==> src/rtl/core/pec_pkg.sv <==
`default_nettype none
package pec_pkg;

  // Store geometry
  localparam int unsigned BUCKETS = 512;
  localparam int unsigned AW      = $clog2(BUCKETS);
  localparam int unsigned FILL_W  = $clog2(BUCKETS + 1);
  localparam int unsigned RAM_W   = 31;  // {high[14:0], low[15:0]}

  // Item commands
  typedef enum logic [1:0] {
    CMD_BEGIN  = 2'd0,
    CMD_SAMPLE = 2'd1,
    CMD_END    = 2'd2,
    CMD_READ   = 2'd3
  } cmd_e;

  // Phase codes, as shown on the mode output
  localparam logic [1:0] PH_IDLE  = 2'd0;
  localparam logic [1:0] PH_CAPT  = 2'd1;
  localparam logic [1:0] PH_HOLD  = 2'd2;
  localparam logic [1:0] PH_DECAY = 2'd3;

  // Configuration register indexes
  localparam logic [2:0] REG_INIT_LEN  = 3'd0;
  localparam logic [2:0] REG_TRIGGER   = 3'd1;
  localparam logic [2:0] REG_SIL_LEVEL = 3'd2;
  localparam logic [2:0] REG_SIL_MS    = 3'd3;
  localparam logic [2:0] REG_HOLD_MS   = 3'd4;

  // Register reset values
  localparam logic [10:0] RST_INIT_LEN  = 11'd48;
  localparam logic [14:0] RST_TRIGGER   = 15'd49;
  localparam logic [14:0] RST_SIL_LEVEL = 15'd13;
  localparam logic [9:0]  RST_SIL_MS    = 10'd50;
  localparam logic [12:0] RST_HOLD_MS   = 13'd500;

  // Arithmetic constants
  localparam logic [14:0] HELD_REARM = 15'd655;        // 0.02
  localparam logic [15:0] GAIN_UNITY = 16'd4096;       // 1.0 in Q4.12
  localparam logic [14:0] FADE_FULL  = 15'd32767;
  localparam logic [15:0] GAIN_MIN   = 16'd41;         // 0.01
  localparam logic [15:0] GAIN_MAX   = 16'd57344;      // 14.0
  localparam logic [13:0] GAIN_STEP  = 14'd11796;      // 0.18 in Q0.16
  localparam int unsigned DIV_W      = 27;
  localparam logic [26:0] DIV_NUM    = 27'd115427901;  // 0.86 scaled
  localparam logic [29:0] DECAY_MUL  = 30'd1069455435; // exp(-0.004) in Q0.30
  localparam logic [14:0] FADE_IDLE  = 15'd492;        // 0.015
  localparam logic [6:0]  DELTA_MAX  = 7'd100;

  typedef struct packed {
    logic [10:0] init_len;
    logic [14:0] trigger;
    logic [14:0] sil_level;
    logic [9:0]  sil_ms;
    logic [12:0] hold_ms;
  } cfg_t;

  typedef struct packed {
    cmd_e               cmd;
    logic signed [15:0] sample;
    logic [14:0]        mag;
    logic               new_call;
    logic [14:0]        level;
    logic [6:0]         delta;
    logic [8:0]         index;
    logic               in_range;
  } op_t;

  typedef struct packed {
    logic [1:0]         mode;
    logic [9:0]         used;
    logic               partial;
    logic [15:0]        gain;
    logic [14:0]        opacity;
    logic [14:0]        high;
    logic signed [15:0] low;
  } res_t;

endpackage
`default_nettype wire

==> src/rtl/core/pec_front.sv <==
`default_nettype none
module pec_front import pec_pkg::*; (
  input  wire logic        [1:0]  command_i,
  input  wire logic signed [15:0] sample_i,
  input  wire logic               new_call_i,
  input  wire logic        [14:0] level_i,
  input  wire logic        [6:0]  delta_ms_i,
  input  wire logic        [8:0]  index_i,
  output op_t                     op_o
);

  // Classify the transaction: magnitude, clamped delta, index range
  always_comb begin
    op_o          = '0;
    op_o.cmd      = cmd_e'(command_i);
    op_o.sample   = sample_i;
    if (sample_i[15]) begin
      op_o.mag = (sample_i == 16'sh8000) ? 15'h7fff : 15'(-sample_i);
    end else begin
      op_o.mag = sample_i[14:0];
    end
    op_o.new_call = new_call_i;
    op_o.level    = level_i;
    op_o.delta    = (delta_ms_i > DELTA_MAX) ? DELTA_MAX : delta_ms_i;
    op_o.index    = index_i;
    op_o.in_range = (32'(index_i) < BUCKETS);
  end

endmodule
`default_nettype wire

==> config.mk <==
export PLATFORM = sky130hd
export DESIGN_NAME = pec_front
export DESIGN_NICKNAME = d
export VERILOG_FILES = /design/src/rtl/core/pec_pkg.sv /design/src/rtl/core/pec_front.sv
export SDC_FILE = /design/constraint.sdc
export NUM_CORES = 1
export LEC_CHECK = 0
export BUFFER_PORTS_ARGS = -buffer_cell sky130_fd_sc_hd__buf_2
export CAP_MARGIN = 20
export CORE_MARGIN = 10
export CORE_UTILIZATION = 31
export DETAILED_ROUTE_END_ITERATION = 8
export PLACE_DENSITY_LB_ADDON = 0.25
export REMOVE_ABC_BUFFERS = 1
export SLEW_MARGIN = 10
export SYNTH_ARGS = -nofsm -noshare
export SYNTH_HDL_FRONTEND = slang
export SYNTH_SLANG_ARGS = --single-unit
export TNS_END_PERCENT = 1
==> constraint.sdc <==
create_clock -name vclk -period 3.2
set_input_delay 0.64 -clock vclk [all_inputs]
set_output_delay 0.64 -clock vclk [all_outputs]
set_load 0.005 [all_outputs]
==> impl_metrics.json <==
{
  "status": "completed",
  "grt_pass1_wl_mm": 4.678,
  "place_area_sq_um": 817.0,
  "intPower_mw": 0.05465,
  "drcViolationCount": 0,
  "ctsHoldBuffers": 0,
  "power_frac_clock": 0,
  "power_density_mw_per_mm2": 129.6,
  "rsz0062_at_grt": "false",
  "grt_most_used_layer": "met1",
  "io_pins": 116,
  "power.share.sequential": 0,
  "grtUsageMet2": 0.1337,
  "fin_setup_tns_ns": 0,
  "worstPathCellList": "buf_2 > inv_1 > ha_1 > or4bb_1 > or4_1 > o211ai_1 > buf_2",
  "syn_inst": 117,
  "met3_usage": 0.09322,
  "worst-path-max-fanout": 8,
  "whs_ns": 1.280,
  "seqCellArea_sq_um": 0,
  "critPathKind": "primary input to output pin",
  "layout-area-overhead-vs-synth_pct": 4.430,
  "wl_per_cell_um": 18.13,
  "cts_resized": 0,
  "die_area_sq_mm": 0.004971,
  "synth.area.top_cells": "buf_4 (42%), mux2i_1 (5.1%), or4_1 (4.7%)",
  "ys_types": 30,
  "drive_gt1_frac": 0.5338,
  "first_iter_violations": 12,
  "die_w_um": 70.51,
  "crit_family": "simple AND/OR/NAND/NOR gates",
  "post-cts-setup-buffers": 0,
  "end_kind": "output pin",
  "fin_util": 0.3364,
  "power_switching_mw": 0.05238,
  "grt_pass1_vias": 901,
  "grt_overflow": 0,
  "fin_crit_ns": 2.986,
  "synth_top_area_frac": 0.4177,
  "setup_ws_ns": 0.2138,
  "num_rows": 18,
  "ys_seq_area_frac": 0,
  "finalNetCount": 186,
  "initial_core_util": 0.3221,
  "grt_max_degree": 19,
  "antenna_cells": 0,
  "max_freq_ghz": 0.3349,
  "hold_viol": 0,
  "nFillCells": 289,
  "dp_hpwl_mm": 2.603,
  "irDropWorstVdd_mv": 0.05429,
  "dp.cells": 163,
  "maxSlewViolCount": 0,
  "max-cap-violations": 0,
  "startpoint_type": "primary input",
  "io_buffer_count": 61,
  "dr_total_vias": 794,
  "setup-violations-final": 0,
  "dr.pass1.iters": 2,
  "syn_area_per_cell_sq_um": 6.759,
  "totalWireLength_mm": 2.956,
  "antenna_found_initial": 0,
  "final_area_sq_um": 825.8,
  "cpMostUsedCell": "buf_2",
  "pre_cts_slack_ns": 0.07989,
  "drtAntennaViolNets": 0,
  "syn_area_sq_um": 790.8,
  "die_h_um": 70.51,
  "use_met1": 0.1476,
  "required_ns": 2.56,
  "instances_no_fill": 163,
  "ys_warn_count": 0,
  "grt_usage": 0.1113,
  "swShare": 0.4894,
  "worst-path-buf-inv": 3,
  "core_area_sq_mm": 0.002455,
  "synth_top_cell_by_area": "buf_4",
  "period_share": 0.9332,
  "cp.arrival_ns": 2.35,
  "viasPerCell": 4.871,
  "routabilityCongestion": 0.7453,
  "clock_buffers": 0,
  "combPwrFrac": 1.000,
  "min_path_type": "primary input to output pin",
  "seq_cell_count": 0,
  "slowest_delay_ns": 0.57,
  "finalPower_mw": 0.1070,
  "p_leak_nw": 0.4488,
  "cp_slowest_cell": "or4_1"
}
## path summary, 6_finish.rpt
| kind | depth (start not counted) | endpoint | slack, ns | start |
|---|---|---|---|---|
| max | 7 | op_o[34] | 0.21 | sample_i[1] |
| min | 0 | op_o[2] | 1.28 | index_i[1] |
## cells in the final DEF (no fill, tap or decap)
master / Yosys / routed
inv_1: 4 / 4
o31a_1: 3 / 3
or4_4: 1 / 2
and2_1: 2 / 2
o211a_1: 1 / 1
nor4_2: 1 / 1
or4bb_1: 1 / 1
nand2b_1: 1 / 1
nor2b_1: 2 / 2
nor2_1: 8 / 8
nand2_1: 9 / 9
o21ai_0: 4 / 4
o31ai_2: 0 / 1
o211ai_1: 1 / 1
buf_4: 44 / 5
o31ai_1: 3 / 2
mux2i_1: 4 / 4
a21oi_1: 2 / 2
xnor2_1: 2 / 2
xor2_1: 4 / 4
a31oi_1: 1 / 1
o41a_1: 1 / 1
a211oi_1: 1 / 1
conb_1: 1 / 1
or2_2: 1 / 1
or4_1: 5 / 4
nor3_1: 1 / 1
buf_2: 1 / 61
or3_1: 2 / 2
ha_1: 1 / 1
## Yosys cell counts, types with 2 or more instances
master and n:
nand2_1 9, mux2i_1 4, nor2b_1 2, or3_1 2, or4_1 5, buf_4 44, o21ai_0 4, inv_1 4
o31a_1 3, nor2_1 8, clkbuf_1 5, a21oi_1 2, xnor2_1 2, xor2_1 4, o31ai_1 3, and2_1 2
## layer usage
| layer | wire, um | up-vias |
|---|---|---|
| met1 | 1431 | 337 |
| met3 | 541 | 0 |
| met2 | 984 | 75 |
| met4 | 0 | 0 |
| li1 | - | 382 |
| met5 | 0 | - |
## power groups by stage
stage               Combinational [mW]  Sequential [mW]  Clock (mW)
finish                           0.107                0           0
global route                     0.123                0           0
CTS                              0.109                0           0
detailed placement               0.109                0           0
global placement                 0.108                0           0
floorplan                       0.0385                0           0
## cells by family (layout without fill, tap and decap cells)
kind of cell             Yosys count  count (layout)  share of synthesized area
AND/OR/NAND/NOR                   34              34                     0.2421
adder cells (fa/ha/maj)            1               1                    0.01582
multiplexers                       4               4                    0.05063
AO/OA/AOI/OAI                     17              17                     0.1535
other                              1               1                   0.004742
XOR/XNOR                           6               6                    0.06646
buffers and inverters             54              70                     0.4668
## area by class of cell
cell class	count	area (sq um)	share of cell area
Inverter	4	15.01	0.01818
Multi-Input combinational cell	63	430.4	0.5212
Tap cell	30	37.54	0.04545
Timing Repair Buffer	66	342.8	0.4152
(Power assumes the default switching activity.)
