===== config.mk =====
export PLATFORM = sky130hd
export DESIGN_NAME = pec_queue
export DESIGN_NICKNAME = d
export VERILOG_FILES = /design/src/rtl/core/pec_pkg.sv /design/src/rtl/core/pec_queue.sv
export SDC_FILE = /design/constraint.sdc
export NUM_CORES = 1
export LEC_CHECK = 0
export BUFFER_PORTS_ARGS = -buffer_cell sky130_fd_sc_hd__buf_2
export CORE_UTILIZATION = 32
export DETAILED_ROUTE_END_ITERATION = 16
export PLACE_DENSITY = 0.54
export SYNTH_ARGS = -nofsm -noshare
export SYNTH_HDL_FRONTEND = slang
export SYNTH_SLANG_ARGS = --single-unit

===== constraint.sdc =====
create_clock -name clk_i -period 5.9 [get_ports clk_i]
set_input_delay 0.295 -clock clk_i [delete_from_list [all_inputs] [get_ports clk_i]]
set_output_delay 0.295 -clock clk_i [all_outputs]
set_load 0.01 [all_outputs]

===== src/rtl/core/pec_pkg.sv =====
`default_nettype none
package pec_pkg;

  // Store geometry
  localparam int unsigned BUCKETS = 512;
  localparam int unsigned AW      = $clog2(BUCKETS);
  localparam int unsigned FILL_W  = $clog2(BUCKETS + 1);
  localparam int unsigned RAM_W   = 31;  // {high[14:0], low[15:0]}

  // Item commands
  typedef enum logic [1:0] {
    CMD_BEGIN  = 2'd0,
    CMD_SAMPLE = 2'd1,
    CMD_END    = 2'd2,
    CMD_READ   = 2'd3
  } cmd_e;

  // Phase codes, as shown on the mode output
  localparam logic [1:0] PH_IDLE  = 2'd0;
  localparam logic [1:0] PH_CAPT  = 2'd1;
  localparam logic [1:0] PH_HOLD  = 2'd2;
  localparam logic [1:0] PH_DECAY = 2'd3;

  // Configuration register indexes
  localparam logic [2:0] REG_INIT_LEN  = 3'd0;
  localparam logic [2:0] REG_TRIGGER   = 3'd1;
  localparam logic [2:0] REG_SIL_LEVEL = 3'd2;
  localparam logic [2:0] REG_SIL_MS    = 3'd3;
  localparam logic [2:0] REG_HOLD_MS   = 3'd4;

  // Register reset values
  localparam logic [10:0] RST_INIT_LEN  = 11'd48;
  localparam logic [14:0] RST_TRIGGER   = 15'd49;
  localparam logic [14:0] RST_SIL_LEVEL = 15'd13;
  localparam logic [9:0]  RST_SIL_MS    = 10'd50;
  localparam logic [12:0] RST_HOLD_MS   = 13'd500;

  // Arithmetic constants
  localparam logic [14:0] HELD_REARM = 15'd655;        // 0.02
  localparam logic [15:0] GAIN_UNITY = 16'd4096;       // 1.0 in Q4.12
  localparam logic [14:0] FADE_FULL  = 15'd32767;
  localparam logic [15:0] GAIN_MIN   = 16'd41;         // 0.01
  localparam logic [15:0] GAIN_MAX   = 16'd57344;      // 14.0
  localparam logic [13:0] GAIN_STEP  = 14'd11796;      // 0.18 in Q0.16
  localparam int unsigned DIV_W      = 27;
  localparam logic [26:0] DIV_NUM    = 27'd115427901;  // 0.86 scaled
  localparam logic [29:0] DECAY_MUL  = 30'd1069455435; // exp(-0.004) in Q0.30
  localparam logic [14:0] FADE_IDLE  = 15'd492;        // 0.015
  localparam logic [6:0]  DELTA_MAX  = 7'd100;

  typedef struct packed {
    logic [10:0] init_len;
    logic [14:0] trigger;
    logic [14:0] sil_level;
    logic [9:0]  sil_ms;
    logic [12:0] hold_ms;
  } cfg_t;

  typedef struct packed {
    cmd_e               cmd;
    logic signed [15:0] sample;
    logic [14:0]        mag;
    logic               new_call;
    logic [14:0]        level;
    logic [6:0]         delta;
    logic [8:0]         index;
    logic               in_range;
  } op_t;

  typedef struct packed {
    logic [1:0]         mode;
    logic [9:0]         used;
    logic               partial;
    logic [15:0]        gain;
    logic [14:0]        opacity;
    logic [14:0]        high;
    logic signed [15:0] low;
  } res_t;

endpackage
`default_nettype wire


===== src/rtl/core/pec_queue.sv =====
`default_nettype none
module pec_queue import pec_pkg::*; (
  input  wire logic clk_i,
  input  wire logic rst_ni,
  input  wire logic push_i,
  input  op_t       data_i,
  output logic      full_o,
  input  wire logic pop_i,
  output logic      valid_o,
  output op_t       data_o
);

  op_t        slot_q [2];
  logic       wr_q;
  logic       rd_q;
  logic [1:0] cnt_q;

  always_ff @(posedge clk_i or negedge rst_ni) begin
    if (!rst_ni) begin
      wr_q  <= 1'b0;
      rd_q  <= 1'b0;
      cnt_q <= 2'd0;
    end else begin
      if (push_i) begin
        wr_q <= ~wr_q;
      end
      if (pop_i) begin
        rd_q <= ~rd_q;
      end
      cnt_q <= cnt_q + 2'(push_i) - 2'(pop_i);
    end
  end

  always_ff @(posedge clk_i) begin
    if (push_i) begin
      slot_q[wr_q] <= data_i;
    end
  end

  assign full_o  = cnt_q[1];
  assign valid_o = (cnt_q != 2'd0);
  assign data_o  = slot_q[rd_q];

endmodule
`default_nettype wire


==> metrics.yaml, run 1 <==
synth_top_area_share_pct: 78.2
cp_cell_sequence: "mux2_2 > buf_2"
max_freq_mhz: 407
worstReg2RegStart: "wr_q"
placed_area_um2: 5980
path_buf_inv: 1
vdd_drop_max_uv: 350
ys_seq_area_share_pct: 80.2
drive_above_1_share_pct: 60.8
p_switching_w: 0.000866
yosysMostFrequentCell: "edfxtp_1"
areaGrowthSynthToFinish_pct: 30.0
wl_per_cell_um: 14.7
fin_nets: 442
required_ps: 5610
worstSetupStartpointType: "register"
yosys.area_share.simple_pct: 0.370
clkPwrFrac_pct: 32.5
final_antenna_net_count: 0
drv_slew: 0
io_buffer_count: 137
status: "complete, no violations"
routabilityCongestion: 0.645
worstSetupPathType: "reg -> out"
cp_slowest_cell: "dfrtp_4"
total_power_w: 0.00329
fin_tns_setup_ps: 0
yosys_warnings: 0
dr.pass1.iters: 4
rr_worst_depth: 2
ys_async_sr_fraction_pct: 2.94
max_stage_delay_ps: 1160
die_width_um: 128
hp-class: "in -> reg"
critPathMaxFanout: 67
synth_top_family_by_area: "multiplexers"
p_per_area_nw_per_um2: 500
track_usage_pct: 11.4
fin_crit_sh_pct: 41.6
yosys.area_share.xor_xnor_pct: 0.815
die_h_um: 128
synth_top_area_cell: "edfxtp_1"
syn_area_um2: 5070
dp_hpwl_um: 5320
leakage_nw: 2.57
vias_per_cell: 4.20
hold_viol: 0
antenna_cells: 0
slew_headroom_pct: 27.4
syn_area_per_cell_um2: 23.1
synth_fp_nets: 291
timing.rr.end: "slot_q[0][42]"
ys_seq_elements: 136
setup_viol: 0
h-tree-depth: 4
antenna_found_initial: 0
rsz0062_at_grt: "no"
wirelength_um: 8750
seqPwrFrac_pct: 43.8
cts_buffers: 17
cts-root-buf: "clkbuf_16"
skew_ps: 7.59
post_synth_num_cell_types: 14
ctsResizeCount: 0
path_clk_slew_ps: 50
endpoint_kind: "primary output"
die-area_um2: 16300
fin_area_um2: 6590
grt_pass1_vias: 2671
finalWorstPathRequiredPeriod_ps: 2460
path_delay_family: "flip-flops"
syn-instance-count: 219
synth_ff_type: "edfxtp_1"
clkLatencyLatePin_ps: 410
synth_edf_count: 132
holdPathStages: 1
start_util_pct: 33.1
vias: 2496
rows: 45
yosys-top-cells-area: "edfxtp_1 78%, mux2_4 8.9%, mux2_2 8.0%"
intPower_w: 0.00242
coreArea_um2: 15300
grt_pass1_wl_um: 13500
clock_path_buffers: 2
cts_tree: "done"
pwr-share-comb_pct: 23.7
ios: 138
switching_share_pct: 26.3
synth_compound_area_share_pct: 0
drv_cap: 0
synthAdderAreaFrac_pct: 0.494
cts_sinks: 136
worst_slew_pin_slew_ps: 1090
worst_ep_arrival_time_ps: 2160
worst_hold_path.endpoint: "slot_q[1][61]"
overflow: 0
grt_max_degree: 68
drt_first_iter_violations: 147
synth_commonest_cells: "132 x edfxtp_1, 36 x mux2_2, 30 x mux2_4, 4 x dfrtp_1"
synth.area.mux_share_pct: 16.9
r2r_setup_slack_ps: 4210
route.detailed.drc: 0
layout.core_utilization_pct: 43.0
worstHoldStart: "data_i[61]"
## cell type report
cell class,instances,area [µm²]
Fill cell,1391,8730
Sequential cell,136,4070
Multi-Input combinational cell,74,951
Timing Repair Buffer,139,703
Clock buffer,21,440
Tap cell,211,264
Clock inverter,11,154
Inverter,2,7.51
## registers in the layout (all words and copies together), names as in the netlist
register	cells
wr_q	1
slot_q	132
cnt_q	2
rd_q	1
## layer usage
layer | GRT usage [%] | part of all wire, % | up-vias
met1 | 13.3 | 43 | 1223
met3 | 4.76 | 7.3 | 18
li1 | - | - | 1164
met5 | 0 | 0 | -
met2 | 17.7 | 47 | 91
met4 | 6.85 | 2.4 | 0
## what timing repair did
action | 4_1_cts | 5_1_grt
endpoints found under the hold margin | 4 | 0
hold buffers | 1 | 0
setup buffers | 0 | 0
## cell families after synthesis
kind of cell | Yosys count
flops | 136
xor+xnor | 3
buf+inv | 9
mux | 66
fa+ha+maj | 2
simple gates | 3
## layout by cell type, fill, tap and decap left out, types with 2 or more instances in the layout
| cell type | netlist | routed |
|---|---|---|
| buf_2 | 3 | 137 |
| bufinv_16 | 0 | 4 |
| clkbuf_1 | 0 | 4 |
| clkbuf_16 | 0 | 17 |
| clkinv_1 | 0 | 3 |
| clkinv_2 | 0 | 3 |
| dfrtp_1 | 4 | 3 |
| edfxtp_1 | 132 | 132 |
| ha_1 | 2 | 2 |
| inv_1 | 2 | 2 |
| mux2_2 | 36 | 36 |
| mux2_4 | 30 | 30 |
| xor2_1 | 2 | 2 |
## through the flow
stage / hold WS (ps) / std cells / setup slack, ps
final: 64.5 / 594 / 3440
after global routing: 45.9 / 594 / 3310
after CTS: 40.4 / 594 / 3380
after detailed placement: 105 / 561 / 3840
after global placement: 104 / 561 / 3850
after floorplan: -0.591 / 219 / 2070
## worst max-delay path by stage
| stage | start | to | slack [ps] | depth (start not counted) |
|---|---|---|---|---|
| after floorplan | wr_q | slot_q[0][0] | 2070 | 1 |
| after global placement | rd_q | data_o[18] | 3850 | 2 |
| after detailed placement | rd_q | data_o[0] | 3840 | 2 |
| after CTS | rd_q | data_o[0] | 3380 | 2 |
| after global routing | rd_q | data_o[20] | 3310 | 2 |
| final | rd_q | data_o[0] | 3440 | 2 |
## power by group through the flow
stage	combinational, W	sequential, W	clock, W
final	0.000781	0.00144	0.00107
after global routing	0.000846	0.00147	0.00113
after CTS	0.000803	0.00145	0.00110
after detailed placement	0.000800	0.00147	0
after global placement	0.000795	0.00146	0
after floorplan	0.000619	0.00135	0
## worst reg2reg max path, cell delays in order (launching register included)
cell	delay, ps
dfrtp_1	420
nor2b_4	110
buf_4	690
No activity file was read; power rests on OpenSTA's default activity.
==> run 2, diff against run 1 <==
--- a/config.mk
+++ b/config.mk
@@ -8,7 +8,7 @@
 export BUFFER_PORTS_ARGS = -buffer_cell sky130_fd_sc_hd__buf_2
 export CORE_UTILIZATION = 32
 export DETAILED_ROUTE_END_ITERATION = 16
-export PLACE_DENSITY = 0.54
+export PLACE_DENSITY = 0.56
 export SYNTH_ARGS = -nofsm -noshare
 export SYNTH_HDL_FRONTEND = slang
 export SYNTH_SLANG_ARGS = --single-unit
==> constraint.sdc (replaced) <==
create_clock -name clk_i -period 2 [get_ports clk_i]
set_input_delay 0.1 -clock clk_i [delete_from_list [all_inputs] [get_ports clk_i]]
set_output_delay 0.1 -clock clk_i [all_outputs]
set_load 0.01 [all_outputs]
==> run 2 against run 1 <==
Worst hold slack got worse by 8.5 ps. Global-route usage grew 1.1 points. Sequential share of layout area is 6.7 points lower. Routed wire length is 9.0% higher. Utilization rose by 5.2 points. Clock skew shrank 1.4 ps. Power rose to 3.0 times the previous value. Clock-buffer cell count is 4 higher. Register-to-register slack worse by 3600 ps. Via count grew 13%. Clock power rose to 2.9 times the previous value. Design area rose by 12%.
==> metrics.yaml, run 2 (synthesis gave the netlist of run 1 again) <==
p_switching_w: 0.00264  # +200%
areaGrowthSynthToFinish_pct: 45.7
dr.pass1.iters: 4  # unchanged
coreArea_um2: 15300  # unchanged
path_clk_slew_ps: 60  # about the same
rows: 45  # unchanged
fin_crit_sh_pct: 91.0
clkLatencyLatePin_ps: 410  # about the same
worstReg2RegStart: "wr_q"
cp_cell_sequence: "buf_6 > mux2_2 > buf_2"
path_delay_family: "flip-flops"
io_buffer_count: 137  # unchanged
skew_ps: 6.23  # -1.37 ps
rr_worst_depth: 2  # unchanged
timing.rr.end: "slot_q[1][3]"
clkPwrFrac_pct: 31.1  # -1.4 points
vias: 2825  # +13%
fin_tns_setup_ps: 0  # unchanged
grt_max_degree: 39  # -43%
vias_per_cell: 4.22  # +0.49%
start_util_pct: 33.1  # unchanged
cts_tree: "done"
finalWorstPathRequiredPeriod_ps: 1820
ctsResizeCount: 0  # unchanged
cp-endpoint: "data_o[16]"
p_per_area_nw_per_um2: 1350  # +170%
fin_nets: 516  # +17%
final_antenna_net_count: 0  # unchanged
grt_pass1_vias: 3009  # +13%
die-area_um2: 16300  # unchanged
die_width_um: 128  # unchanged
hold_viol: 0  # unchanged
route.detailed.drc: 0  # unchanged
seqPwrFrac_pct: 40.2  # -3.6 points
top_register: "slot_q"
cts_sinks: 136  # unchanged
topRoutingLayerUsed: "met4"
path_buf_inv: 2  # +1
cp-startpoint: "rd_q"
worstSetupPathType: "reg -> out"
setup_viol: 0  # unchanged
ios: 138  # unchanged
path_depth: 3  # +1
met1_length_um: 4070  # +7.6%
required_ps: 1900  # -3710 ps
antenna_found_initial: 1  # +1
layout.core_utilization_pct: 48.2  # +5.2 points
drv_cap: 0  # unchanged
die_h_um: 128  # unchanged
routabilityCongestion: 0.634  # -1.8%
grt_pass1_wl_um: 14900  # +11%
overflow: 0  # unchanged
endpoint_kind: "primary output"
max_freq_mhz: 550
wl_per_cell_um: 14.3  # -3.2%
status: "complete, no violations"
track_usage_pct: 12.5  # +1.1 points
reg_top3: "slot_q (132), cnt_q (2)"
slew_headroom_pct: 72.9  # +46 points
dp_hpwl_um: 5770  # +8.4%
wirelength_um: 9540  # +9.0%
largest_reg_flops: 132  # unchanged
leakage_nw: 2.91  # +13%
r2r_setup_slack_ps: 650  # -3560 ps
met3WireLength_um: 566  # -11%
critPathMaxFanout: 14  # -79%
drt_first_iter_violations: 138  # -6.1%
drive_above_1_share_pct: 53.2  # -7.7 points
pwr-share-comb_pct: 28.7  # +5.0 points
h-tree-depth: 4  # unchanged
vdd_drop_max_uv: 676  # +93%
final_cell_mix: "137 x buf_2, 132 x edfxtp_1, 69 x dlygate4sd3_1, 36 x mux2_2, 30 x mux2_4"
worst_slew_pin_slew_ps: 406  # -683 ps
switching_share_pct: 26.5  # +0.23 points
worstSetupStartpointType: "register"
hp-class: "in -> async"
wl_met2_um: 4770  # +16%
cts-root-buf: "clkbuf_16"
clock_path_buffers: 2  # unchanged
rsz0062_at_grt: "no"
fin_area_um2: 7380  # +12%
drv_slew: 0  # unchanged
max_stage_delay_ps: 580  # -580 ps
cp_slowest_cell: "dfrtp_4"
cts_buffers: 17  # unchanged
layout_commonest_cell: "buf_2"
worst_ep_arrival_time_ps: 1720  # -440 ps
intPower_w: 0.00730  # +200%
placed_area_um2: 6080  # +1.7%
-- run 2: cell count changes in the layout (fill, tap and decap cells not counted) --
cell and delta:
bufinv_16 -2, clkbuf_1 -1, dlygate4sd3_1 +68, clkinvlp_4 +1, diode_2 +1, buf_12 +5
buf_6 +1, clkbuf_8 +5, clkinv_1 -3
-- run 2: power groups by stage --
stage | registers (W) | clock network [W] | logic, W
after floorplan | 0.00396 | 0 | 0.00183
after global placement | 0.00408 | 0 | 0.00272
after detailed placement | 0.00411 | 0 | 0.00273
after CTS | 0.00401 | 0.00317 | 0.00293
after global routing | 0.00406 | 0.00329 | 0.00307
final | 0.00400 | 0.00308 | 0.00285
-- run 2: final cells by class --
| cell class | count | area (µm²) |
|---|---|---|
| inverter | 2 | 7.51 |
| clock buffer | 25 | 505 |
| fill | 1354 | 7930 |
| sequential | 136 | 4070 |
| multi-input combinational | 74 | 951 |
| timing repair buffer | 213 | 1500 |
| tap | 211 | 264 |
| clock inverter | 7 | 90.1 |
| antenna | 1 | 2.50 |
-- run 2: through the flow --
step | instances | hold slack [ps] | setup slack, ps | total power (W)
final | 669 | 55.9 | 180 | 0.00993
after global routing | 669 | 60.5 | 83.1 | 0.0104
after CTS | 668 | 5.23 | 136 | 0.0101
after detailed placement | 566 | -80.1 | 450 | 0.00685
after global placement | 566 | -86.2 | 458 | 0.00680
after floorplan | 219 | -196 | 174 | 0.00579
-- run 2: metal layers --
layer  up-vias  GRT usage (%)
met5         -              0
met4         0           5.61
met3        10           5.09
met2        96           20.6
met1      1398           14.3
li1       1321              -
-- run 2: repair_timing --
action / in CTS / in global routing
endpoints found under the setup margin: 2 / 0
setup buffers: 1 / 0
hold buffers: 69 / 0
endpoints found under the hold margin: 139 / 0
-- run 2: worst min path at each step --
stage	depth (start not counted)	slack (ps)	endpoint	start
floorplan	0	-200	cnt_q[0]	rst_ni
global placement	1	-90	cnt_q[0]	rst_ni
detailed placement	1	-80	cnt_q[0]	rst_ni
CTS	2	5	cnt_q[0]	rst_ni
global route	2	60	cnt_q[0]	rst_ni
finish	2	60	cnt_q[0]	rst_ni
-- run 2: worst register-to-register path: cells and delay by family, from the launching register on --
kind	cells	cell delay, ps
buffers and inverters	1	250
flip-flops	1	420
AND/OR/NAND/NOR	1	360
